<file path="src/sv/hrhp_pkg.sv">
// Shared types and codes for the HTTP request header parser.
`default_nettype none

package hrhp_pkg;

   // Parse phase, one-hot
   typedef enum logic [6:0] {
      PH_METHOD = 7'b0000001,
      PH_PATH   = 7'b0000010,
      PH_PROTO  = 7'b0000100,
      PH_NAME   = 7'b0001000,
      PH_SEP    = 7'b0010000,
      PH_VALUE  = 7'b0100000,
      PH_BODY   = 7'b1000000
   } phase_type;

   // Byte classes
   localparam logic [2:0] CLS_DELIM    = 3'd0;
   localparam logic [2:0] CLS_METHOD   = 3'd1;
   localparam logic [2:0] CLS_PATH     = 3'd2;
   localparam logic [2:0] CLS_PROTO    = 3'd3;
   localparam logic [2:0] CLS_HDR_NAME = 3'd4;
   localparam logic [2:0] CLS_HDR_VAL  = 3'd5;
   localparam logic [2:0] CLS_BODY     = 3'd6;

   // Method codes
   localparam logic [2:0] METH_NONE   = 3'd0;
   localparam logic [2:0] METH_GET    = 3'd1;
   localparam logic [2:0] METH_POST   = 3'd2;
   localparam logic [2:0] METH_PUT    = 3'd3;
   localparam logic [2:0] METH_DELETE = 3'd4;

   // Status and error codes
   localparam logic [2:0] ST_PARSING   = 3'd0;
   localparam logic [2:0] ST_LINE_OK   = 3'd1;
   localparam logic [2:0] ST_HDR_DONE  = 3'd2;
   localparam logic [2:0] ST_NUL       = 3'd3;
   localparam logic [2:0] ST_BAD_EOL   = 3'd4;
   localparam logic [2:0] ST_BAD_REQ   = 3'd5;
   localparam logic [2:0] ST_BAD_HDR   = 3'd6;
   localparam logic [2:0] ST_TRUNCATED = 3'd7;

   // Characters
   localparam logic [7:0] CH_NUL   = 8'h00;
   localparam logic [7:0] CH_LF    = 8'h0A;
   localparam logic [7:0] CH_CR    = 8'h0D;
   localparam logic [7:0] CH_SP    = 8'h20;
   localparam logic [7:0] CH_COLON = 8'h3A;

   localparam int PROTO_LEN = 8;

   typedef struct packed {
      phase_type  phase;
      logic [2:0] method_pos;
      logic [3:0] method_cand;
      logic [3:0] proto_pos;
      logic       proto_ok;
      logic       sep_seen;
      logic       prev_cr;
      logic       line_empty;
      logic [2:0] method;
      logic [2:0] err;
   } parse_state_type;

   localparam parse_state_type STATE_RESET = '{
      phase:       PH_METHOD,
      method_pos:  3'd0,
      method_cand: 4'hF,
      proto_pos:   4'd0,
      proto_ok:    1'b1,
      sep_seen:    1'b0,
      prev_cr:     1'b0,
      line_empty:  1'b1,
      method:      METH_NONE,
      err:         ST_PARSING
   };

   typedef struct packed {
      logic [7:0] data;
      logic       has_next;
      logic [7:0] next;
      logic       last;
   } classify_req_type;

   typedef struct packed {
      logic [7:0] out_byte;
      logic [2:0] byte_class;
      logic [2:0] method_code;
      logic [2:0] parse_status;
      logic       end_of_run;
   } result_type;

endpackage

`default_nettype wire

</file>
<file path="src/sv/hrhp_classifier.sv">
// Per-byte classification and parser state update.
`default_nettype none

module hrhp_classifier (
   input  hrhp_pkg::parse_state_type  state_cur,
   input  hrhp_pkg::classify_req_type creq,
   output hrhp_pkg::parse_state_type  state_nxt,
   output hrhp_pkg::result_type       result
);

   function automatic logic [7:0] meth_char(input logic [1:0] k, input logic [2:0] pos);
      logic [7:0] ch;
      ch = 8'h00;
      case (k)
         2'd0: case (pos)
            3'd0: ch = "G";
            3'd1: ch = "E";
            3'd2: ch = "T";
            default: ch = 8'h00;
         endcase
         2'd1: case (pos)
            3'd0: ch = "P";
            3'd1: ch = "O";
            3'd2: ch = "S";
            3'd3: ch = "T";
            default: ch = 8'h00;
         endcase
         2'd2: case (pos)
            3'd0: ch = "P";
            3'd1: ch = "U";
            3'd2: ch = "T";
            default: ch = 8'h00;
         endcase
         default: case (pos)
            3'd0: ch = "D";
            3'd1: ch = "E";
            3'd2: ch = "L";
            3'd3: ch = "E";
            3'd4: ch = "T";
            3'd5: ch = "E";
            default: ch = 8'h00;
         endcase
      endcase
      return ch;
   endfunction

   function automatic logic [2:0] meth_len(input logic [1:0] k);
      logic [2:0] len;
      case (k)
         2'd0:    len = 3'd3;
         2'd1:    len = 3'd4;
         2'd2:    len = 3'd3;
         default: len = 3'd6;
      endcase
      return len;
   endfunction

   function automatic logic [7:0] proto_char(input logic [2:0] pos);
      logic [7:0] ch;
      case (pos)
         3'd0:    ch = "H";
         3'd1:    ch = "T";
         3'd2:    ch = "T";
         3'd3:    ch = "P";
         3'd4:    ch = "/";
         3'd5:    ch = "1";
         3'd6:    ch = ".";
         default: ch = "1";
      endcase
      return ch;
   endfunction

   hrhp_pkg::parse_state_type n;
   logic [2:0] cls;
   logic [3:0] pick;
   logic [3:0] keep;
   logic       in_req_line;
   logic       c_is_delim;

   always_comb begin
      pick = '0;
      keep = '0;
      for (int k = 0; k < 4; k++) begin
         pick[k] = state_cur.method_cand[k] && (meth_len(2'(k)) == state_cur.method_pos);
         keep[k] = state_cur.method_cand[k] && (state_cur.method_pos < meth_len(2'(k))) &&
                   (meth_char(2'(k), state_cur.method_pos) == creq.data);
      end
   end

   assign in_req_line = (state_cur.phase == hrhp_pkg::PH_METHOD) ||
                        (state_cur.phase == hrhp_pkg::PH_PATH) ||
                        (state_cur.phase == hrhp_pkg::PH_PROTO);
   assign c_is_delim  = (creq.data == hrhp_pkg::CH_CR) || (creq.data == hrhp_pkg::CH_LF);

   always_comb begin
      n   = state_cur;
      cls = hrhp_pkg::CLS_DELIM;
      if (state_cur.err == hrhp_pkg::ST_PARSING) begin
         if (state_cur.phase == hrhp_pkg::PH_BODY) begin
            cls = hrhp_pkg::CLS_BODY;
         end else if (creq.data == hrhp_pkg::CH_NUL) begin
            n.err = hrhp_pkg::ST_NUL;
         end else if (state_cur.prev_cr && creq.data != hrhp_pkg::CH_LF) begin
            n.err = hrhp_pkg::ST_BAD_EOL;
         end else if (creq.data == hrhp_pkg::CH_CR) begin
            n.prev_cr = 1'b1;
         end else if (creq.data == hrhp_pkg::CH_LF) begin
            if (!state_cur.prev_cr) begin
               n.err = hrhp_pkg::ST_BAD_EOL;
            end else begin
               // end of line
               n.prev_cr = 1'b0;
               if (state_cur.line_empty) begin
                  if (in_req_line) n.err = hrhp_pkg::ST_BAD_REQ;
                  else n.phase = hrhp_pkg::PH_BODY;
               end else begin
                  n.line_empty = 1'b1;
                  if (in_req_line) begin
                     if (state_cur.phase == hrhp_pkg::PH_PROTO && state_cur.proto_ok &&
                         state_cur.proto_pos == 4'(hrhp_pkg::PROTO_LEN) &&
                         state_cur.method_cand != 4'h0) begin
                        if (state_cur.method_cand[3])      n.method = hrhp_pkg::METH_DELETE;
                        else if (state_cur.method_cand[2]) n.method = hrhp_pkg::METH_PUT;
                        else if (state_cur.method_cand[1]) n.method = hrhp_pkg::METH_POST;
                        else                               n.method = hrhp_pkg::METH_GET;
                        n.phase = hrhp_pkg::PH_NAME;
                     end else begin
                        n.err = hrhp_pkg::ST_BAD_REQ;
                     end
                  end else if (state_cur.phase == hrhp_pkg::PH_VALUE && state_cur.sep_seen) begin
                     n.phase    = hrhp_pkg::PH_NAME;
                     n.sep_seen = 1'b0;
                  end else begin
                     n.err = hrhp_pkg::ST_BAD_HDR;
                  end
               end
            end
         end else if (!c_is_delim) begin
            n.line_empty = 1'b0;
            unique case (state_cur.phase)
               hrhp_pkg::PH_METHOD: begin
                  if (creq.data == hrhp_pkg::CH_SP) begin
                     n.method_cand = pick;
                     n.phase       = hrhp_pkg::PH_PATH;
                     if (pick == 4'h0) n.err = hrhp_pkg::ST_BAD_REQ;
                  end else begin
                     n.method_cand = keep;
                     if (state_cur.method_pos != 3'd7) n.method_pos = state_cur.method_pos + 3'd1;
                     cls = hrhp_pkg::CLS_METHOD;
                  end
               end
               hrhp_pkg::PH_PATH: begin
                  if (creq.data == hrhp_pkg::CH_SP) n.phase = hrhp_pkg::PH_PROTO;
                  else cls = hrhp_pkg::CLS_PATH;
               end
               hrhp_pkg::PH_PROTO: begin
                  if (creq.data == hrhp_pkg::CH_SP) begin
                     n.err = hrhp_pkg::ST_BAD_REQ;  // third space
                  end else begin
                     if (state_cur.proto_pos >= 4'(hrhp_pkg::PROTO_LEN) ||
                         proto_char(state_cur.proto_pos[2:0]) != creq.data)
                        n.proto_ok = 1'b0;
                     if (state_cur.proto_pos != 4'd15) n.proto_pos = state_cur.proto_pos + 4'd1;
                     cls = hrhp_pkg::CLS_PROTO;
                  end
               end
               hrhp_pkg::PH_NAME: begin
                  // colon counts as separator only with a space behind it on a non-empty name
                  if (creq.data == hrhp_pkg::CH_COLON && creq.has_next &&
                      creq.next == hrhp_pkg::CH_SP && !state_cur.line_empty) begin
                     n.sep_seen = 1'b1;
                     n.phase    = hrhp_pkg::PH_SEP;
                  end else begin
                     cls = hrhp_pkg::CLS_HDR_NAME;
                  end
               end
               hrhp_pkg::PH_SEP: n.phase = hrhp_pkg::PH_VALUE;
               default: cls = hrhp_pkg::CLS_HDR_VAL;
            endcase
         end
         if (n.err != hrhp_pkg::ST_PARSING) cls = hrhp_pkg::CLS_DELIM;
      end
      if (creq.last && n.err == hrhp_pkg::ST_PARSING && n.phase != hrhp_pkg::PH_BODY)
         n.err = hrhp_pkg::ST_TRUNCATED;
   end

   assign state_nxt = n;

   always_comb begin
      result.out_byte    = creq.data;
      result.byte_class  = cls;
      result.method_code = n.method;
      result.end_of_run  = creq.last;
      if (n.err != hrhp_pkg::ST_PARSING)
         result.parse_status = n.err;
      else if (n.phase == hrhp_pkg::PH_METHOD || n.phase == hrhp_pkg::PH_PATH ||
               n.phase == hrhp_pkg::PH_PROTO)
         result.parse_status = hrhp_pkg::ST_PARSING;
      else if (n.phase == hrhp_pkg::PH_BODY)
         result.parse_status = hrhp_pkg::ST_HDR_DONE;
      else
         result.parse_status = hrhp_pkg::ST_LINE_OK;
   end

endmodule

`default_nettype wire

</file>
<file path="src/sv/http_request_header_parser_unit.sv">
// Top level of the HTTP request header parser: request register, byte hold and result register.
//
// Takes one request byte per cycle while the result side does not stall and no final byte is
// pending, and returns its class one byte late, since a colon is a header separator only when a
// space follows it. A byte that is not marked final yields the result of the byte before it (none
// for the first byte of a request). The final byte yields the result of the held byte and then
// its own, marked end_of_run, after which the parser returns to its reset state. The rate is set
// by the single result register, which takes one result a cycle; a stall on the result side
// leaves room for one more request in the input register.
`default_nettype none

module http_request_header_parser_unit (
   input  wire logic       clock,
   input  wire logic       reset,
   input  wire logic       req_valid,
   output logic            req_ready,
   input  wire logic [7:0] req_data_byte,
   input  wire logic       req_is_final,
   output logic            rsp_valid,
   input  wire logic       rsp_ready,
   output logic [7:0]      rsp_out_byte,
   output logic [2:0]      rsp_byte_class,
   output logic [2:0]      rsp_method_code,
   output logic [2:0]      rsp_parse_status,
   output logic            rsp_end_of_run
);

   logic       in_valid_ff, in_valid_in;
   logic [7:0] in_byte_ff;
   logic       in_final_ff;
   logic [7:0] held_byte_ff;
   logic       held_valid_ff, held_valid_in;
   logic       fin_pend_ff, fin_pend_in;
   logic       rsp_valid_ff, rsp_valid_in;

   hrhp_pkg::parse_state_type  state_ff, state_in, state_nxt;
   hrhp_pkg::classify_req_type creq;
   hrhp_pkg::result_type       result, rsp_ff;

   logic out_free;
   logic consume;
   logic do_classify;

   assign out_free    = !rsp_valid_ff || rsp_ready;
   assign consume     = in_valid_ff && !fin_pend_ff && (!held_valid_ff || out_free);
   assign do_classify = fin_pend_ff ? out_free : (consume && held_valid_ff);
   assign req_ready   = !in_valid_ff || consume;

   assign creq.data     = held_byte_ff;
   assign creq.has_next = !fin_pend_ff;
   assign creq.next     = in_byte_ff;
   assign creq.last     = fin_pend_ff;

   hrhp_classifier u_classifier (
      .state_cur (state_ff),
      .creq      (creq),
      .state_nxt (state_nxt),
      .result    (result)
   );

   always_comb begin
      in_valid_in   = in_valid_ff;
      held_valid_in = held_valid_ff;
      fin_pend_in   = fin_pend_ff;
      state_in      = state_ff;
      rsp_valid_in  = rsp_valid_ff && !rsp_ready;
      if (consume) in_valid_in = 1'b0;
      if (req_valid && req_ready) in_valid_in = 1'b1;
      if (do_classify) begin
         rsp_valid_in = 1'b1;
         state_in     = state_nxt;
      end
      if (fin_pend_ff && out_free) begin
         // request complete: back to reset state
         fin_pend_in   = 1'b0;
         held_valid_in = 1'b0;
         state_in      = hrhp_pkg::STATE_RESET;
      end
      if (consume) begin
         if (in_final_ff) begin
            fin_pend_in   = 1'b1;
            held_valid_in = 1'b0;
         end else begin
            held_valid_in = 1'b1;
         end
      end
   end

   always_ff @(posedge clock) begin
      if (reset) begin
         in_valid_ff   <= 1'b0;
         held_valid_ff <= 1'b0;
         fin_pend_ff   <= 1'b0;
         rsp_valid_ff  <= 1'b0;
         state_ff      <= hrhp_pkg::STATE_RESET;
      end else begin
         in_valid_ff   <= in_valid_in;
         held_valid_ff <= held_valid_in;
         fin_pend_ff   <= fin_pend_in;
         rsp_valid_ff  <= rsp_valid_in;
         state_ff      <= state_in;
      end
   end

   always_ff @(posedge clock) begin
      if (req_valid && req_ready) begin
         in_byte_ff  <= req_data_byte;
         in_final_ff <= req_is_final;
      end
      if (consume) held_byte_ff <= in_byte_ff;
      if (do_classify) rsp_ff <= result;
   end

   assign rsp_valid        = rsp_valid_ff;
   assign rsp_out_byte     = rsp_ff.out_byte;
   assign rsp_byte_class   = rsp_ff.byte_class;
   assign rsp_method_code  = rsp_ff.method_code;
   assign rsp_parse_status = rsp_ff.parse_status;
   assign rsp_end_of_run   = rsp_ff.end_of_run;

endmodule

`default_nettype wire

</file>
<file path="config.mk">
export PLATFORM = sky130hd
export DESIGN_NAME = http_request_header_parser_unit
export DESIGN_NICKNAME = d
export VERILOG_FILES = /design/src/sv/hrhp_pkg.sv /design/src/sv/hrhp_classifier.sv /design/src/sv/http_request_header_parser_unit.sv
export SDC_FILE = /design/constraint.sdc
export NUM_CORES = 1
export LEC_CHECK = 0
export BUFFER_PORTS_ARGS = -buffer_cell sky130_fd_sc_hd__buf_2
export CAP_MARGIN = 20
export CORE_ASPECT_RATIO = 0.6
export CORE_MARGIN = 2
export CORE_UTILIZATION = 50
export CTS_CLUSTER_DIAMETER = 80
export CTS_CLUSTER_SIZE = 20
export DETAILED_ROUTE_END_ITERATION = 7
export PLACE_DENSITY = 0.71
export SLEW_MARGIN = 0
export SYNTH_ARGS = -nofsm -noshare
export SYNTH_HDL_FRONTEND = slang
export SYNTH_SLANG_ARGS = --single-unit
export TNS_END_PERCENT = 50
</file>
<file path="constraint.sdc">
create_clock -name clock -period 3.2 [get_ports clock]
set_input_delay 0.32 -clock clock [delete_from_list [all_inputs] [get_ports clock]]
set_output_delay 0.32 -clock clock [all_outputs]
set_load 0.01 [all_outputs]
</file>
== Word level (Yosys, flattened, before mapping) ==
Cells that the tools add are included.

* Register bits: 67
* Output and inout port bits: 20

* Add/sub/neg operators: 2
* Order comparisons: 4
* Equal/unequal tests: 59
* Multiplexer cells: 99
* Bitwise gates (word level): 1
* Reductions and logical operators: 66

{| class="wikitable"
|+ Operators by type and width
! operator !! number
|-
| $mux W3 || 30
|-
| $mux W28 || 3
|-
| $mux W7 || 12
|-
| $pmux W7 S4 || 3
|-
| $mux W8 || 9
|-
| $mux W25 || 2
|-
| $pmux W7 S3 || 2
|-
| $mux W20 || 2
|-
| $pmux W7 S5 || 1
|-
| $reduce_and A11 Y1 || 3
|-
| $eq A7 B8 Y1 || 4
|-
| $logic_and A1 B1 Y1 || 28
|-
| $eq A8 B6 Y1 const B || 3
|-
| $mux W1 || 22
|-
| $ne A2 B2 Y1 const B || 10
|-
| $ne A3 B3 Y1 const B || 6
|-
| $eq A8 B4 Y1 const B || 2
|-
| $pmux W3 S5 || 1
|-
| $eq A7 B1 Y1 const B || 2
|-
| $eq A7 B2 Y1 const B || 2
|-
| $eq A7 B3 Y1 const B || 2
|-
| $eq A7 B7 Y1 const B || 2
|-
| $reduce_and A13 Y1 || 1
|-
| $eq A3 B2 Y1 const B || 4
|-
| other kinds (41) || 75
|}

== Depth between registers and ports, before layout ==
* Word-level depth: 31
* Depth in mapped cells: 12

== By module ==
Synthesis repeated with hierarchy kept, for this count alone.

* Cell total of the unflattened synthesis: 495
* Area, all modules: 4443.0 µm²

{| class="wikitable"
|+ By module, submodules not included
! module !! times used !! cells each !! area each (µm²)
|-
| hrhp_classifier || 1 || 368 || 2244.7
|-
| http_request_header_parser_unit || 1 || 127 || 2198.4
|}

== Worst setup path after synthesis ==
No wires, ideal clock.

* Path kind: reg-to-reg
* Start point: reg held_byte_ff[6]
* End point: reg rsp_ff (netlist bit rsp_parse_status[0]) (data pin)
* Library setup time: 260 ps
* Arrival: 2791 ps
* Slack: 149 ps
* Stages on the path, launching flop included: 11
* Buffers on the path: 1
* Clock period less this slack: 3051 ps
* Cells stage by stage: edfxtp_1 > clkbuf_1 > or4b_2 > nor4_1 > mux2i_1 > o31ai_1 > a21oi_1 > nand2b_1 > or4_1 > a31oi_1 > o21bai_1

{| class="wikitable"
|+ RTL lines
! item !! line !! RTL
|-
| start, declared || http_request_header_parser_unit.sv:31 || <nowiki>logic [7:0] held_byte_ff;</nowiki>
|-
| start signal, assigned || http_request_header_parser_unit.sv:110 || <nowiki>if (consume) held_byte_ff <= in_byte_ff;</nowiki>
|-
| end signal, assigned || http_request_header_parser_unit.sv:111 || <nowiki>if (do_classify) rsp_ff <= result;</nowiki>
|-
| end, declared || http_request_header_parser_unit.sv:38 || <nowiki>hrhp_pkg::result_type result, rsp_ff;</nowiki>
|}

==> reports/metrics.cfg <==
[cts]
cts_made_buffers=9
clk_path_buf_depth=2
cts.sinks=67
cts_tree=yes
clk_latency_ns=0.33
path_clk_slew_ns=0.06
cts-root-buf=clkbuf_16
htreeDepth=3

[logic_synthesis]
syn_area_per_cell_um2=8.76
synthFlopType=edfxtp_1
yosys_warnings=0
synthCells=467
synth_nets=491
synth_enable_flop_cells=35
synth_area_leaders=edfxtp_1 26%, dfxtp_1 16%, nor2_1 4.7%
yosysUniqueCellTypes=68
postSynth.asyncResetShare_pct=0
netlist_area_mm2=0.00409
synth_top_area_cell=edfxtp_1
synth_top_area_share_pct=25.7
yosysSeqAreaShare_pct=41.3
ys_seq_elements=67

[sta]
hold_viol_final=0
setup-violations-final=0
slew_violations=0
fmax_mhz=313
worst_slack_ns=0.00838
fin_crit_ns=3.19
rsz0062_at_grt=true
fin_skew_ns=0.00735
worst_pin_slew_ns=0.835
fin_crit_sh_pct=99.7
maxSlewHeadroom_pct=44.3

[detailed_routing]
wire_per_inst_um=19.0
top_layer=met4
dr_wl_met3_mm=1.46
ant_nets=0
drcViolationCount=0
num_vias=3972
drt-total-wl_mm=12.1
wl_met2_mm=5.00
drtPass1Iterations=5
via_per_inst=6.25
drtIter0Drc=482
drt-met1-wl_mm=5.53

[outcome]
status=finished clean

[layout]
antenna_cells=0
drive_gt1_share_pct=20.8
multi_input_area_mm2=0.00224
n_fill_cell=679
seqCellArea_mm2=0.00169
fin_util_pct=62.2
syn2layout_area_growth_pct=20.2
nets=547

[setup_path]
arrival_ns=3.27
end_kind=register
worstPathMaxFanout=5
required_ns=3.27
critical_path_class=register to register
critPathLaunchType=register

[die]
dieWidth_um=121
ios=33
fp.dieH_um=74.1
coreArea_mm2=0.00791
initial_utilization_pct=51.7
dieArea_mm2=0.00895
rows=25

[power_and_ir_drop]
leakage_nw=1.93
vdd_drop_max_mv=0.230
p_per_area_mw_per_mm2=447

[placed_design]
port_buffers=32
gp_routability_congestion=0.947
dp_slack_ns=0.0496
post-dp-hpwl_mm=8.97

[min_path]
min_path_type=primary input to register

[global_route]
overflow=0
grt_max_degree=23
grt_pass1_vias=3698
grtUsageTotal_pct=28.2
antenna_found_initial=0
grt_pass1_wl_mm=19.3

[flow_run]
cap_violations=0

-- metal layers --
| layer | up-vias | global-route usage [%] |
|---|---|---|
| met3 | 16 | 8.97 |
| met5 | - | 0 |
| met1 | 1859 | 40.5 |
| li1 | 1867 | - |
| met2 | 230 | 41.2 |
| met4 | 0 | 7.88 |
-- state kept, by name, summed over array words and instances, names as in the netlist --
| name | count |
|---|---|
| state_ff | 28 |
| held_byte_ff | 8 |
| in_byte_ff | 8 |
| rsp_out_byte | 8 |
| rsp_byte_class | 3 |
| rsp_method_code | 3 |
| rsp_parse_status | 3 |
| fin_pend_ff | 1 |
| held_valid_ff | 1 |
| in_final_ff | 1 |
| in_valid_ff | 1 |
| rsp_end_of_run | 1 |
| rsp_valid | 1 |
-- kinds of logic (layout without fill, tap and decap cells) --
| logic type | after synthesis | in the layout | share of synthesized area, % |
|---|---|---|---|
| AND/OR/NAND/NOR | 197 | 197 | 25.8 |
| AO/OA/AOI/OAI | 126 | 126 | 20.6 |
| flip-flops | 67 | 67 | 41.3 |
| buffers and inverters | 46 | 107 | 4.34 |
| XOR/XNOR | 13 | 13 | 2.78 |
| adder cells (fa/ha/maj) | 11 | 11 | 3.36 |
| multiplexers | 7 | 7 | 1.77 |
-- cell usage in the layout, fill, tap and decap left out, types with 3 or more instances in the layout --
cell	synthesis	final
nor2_1	51	50
buf_4	1	42
nand2_1	37	37
edfxtp_1	35	35
a21oi_1	33	33
buf_2	1	32
dfxtp_1	32	31
o21ai_0	27	26
nand3_1	17	17
inv_1	16	16
nor3_1	15	15
nor4_1	14	13
ha_1	11	11
nand4_1	9	9
clkbuf_16	0	9
xnor2_1	8	8
a211oi_1	7	7
or4_1	6	6
nand2b_1	6	6
o31ai_1	6	6
o211ai_1	6	6
a31oi_1	6	6
xor2_1	5	5
o211a_1	5	5
and3_1	5	5
mux2i_1	5	5
nor2b_1	4	4
and2_1	4	4
a21o_1	4	4
nand4b_1	3	3
nor3b_1	3	3
or4_4	3	3
nand3b_1	3	3
or3_1	3	3
a32oi_1	3	3
o221a_2	3	3
a22oi_1	3	3
-- synthesized netlist by cell type (11+ instances only) --
master    count
a21oi_1      33
clkbuf_1     25
dfxtp_1      32
edfxtp_1     35
ha_1         11
inv_1        16
nand2_1      37
nand3_1      17
nor2_1       51
nor3_1       15
nor4_1       14
o21ai_0      27
-- worst max-delay path, cell delays in order (launching register included) --
cell and delay [ns]:
edfxtp_1 0.47, or4b_2 0.78, nor4_2 0.24, mux2i_1 0.32, o31ai_1 0.09, a21oi_1 0.22
nand2b_1 0.07, or4_1 0.46, a31oi_1 0.20, o21bai_1 0.08
-- cell type report --
class                   count  share of cell area [%]
clock inverters             5                    1.60
multi-input cells         354                    45.5
clock buffers              11                    4.73
repair buffers             74                    9.67
flip-flops and latches     67                    34.4
inverters                  17                    1.30
well taps                 108                    2.75
-- report_power, final --
group | internal [W] | switching [W] | leakage [nW] | total (W)
combinational | 0.0000703 | 0.000120 | 1.20 | 0.000190
clock | 0.000681 | 0.000363 | 0.153 | 0.00104
sequential | 0.000941 | 0.0000264 | 0.582 | 0.000967
total | 0.00169 | 0.000509 | 1.93 | 0.00220
-- worst paths after layout --
check,from,end,cells after the start,slack [ns]
max reg2reg,held_byte_ff[7]$_DFFE_PP_,rsp_parse_status[0]$_DFFE_PP_,9,0.008
max,held_byte_ff[7]$_DFFE_PP_,rsp_parse_status[0]$_DFFE_PP_,9,0.008
min,req_data_byte[6],in_byte_ff[6]$_DFFE_PP_,1,0.16
min reg2reg,state_ff[9]$_SDFFE_PP1P_,state_ff[9]$_SDFFE_PP1P_,2,0.45
-- metrics by stage --
| step | setup TNS [ns] | power [W] | hold WS, ns | area, µm² | cells |
|---|---|---|---|---|---|
| global placement | 0 | 0.00116 | 0.433 | 4580 | 619 |
| global route | -0.0545 | 0.00227 | 0.146 | 4920 | 636 |
| finish | 0 | 0.00220 | 0.157 | 4920 | 636 |
| floorplan | 0 | 0.00109 | 0.389 | 4090 | 467 |
| detailed placement | 0 | 0.00117 | 0.438 | 4580 | 619 |
| CTS | 0 | 0.00221 | 0.149 | 4890 | 635 |
-- what timing repair did --
item	4_1_cts	5_1_grt
buffers inserted	0	1
resized for setup	0	5
hold buffers	0	0
hold endpoints to repair	0	0
setup endpoints to repair	0	4
Power figures use the tool's default switching activity.
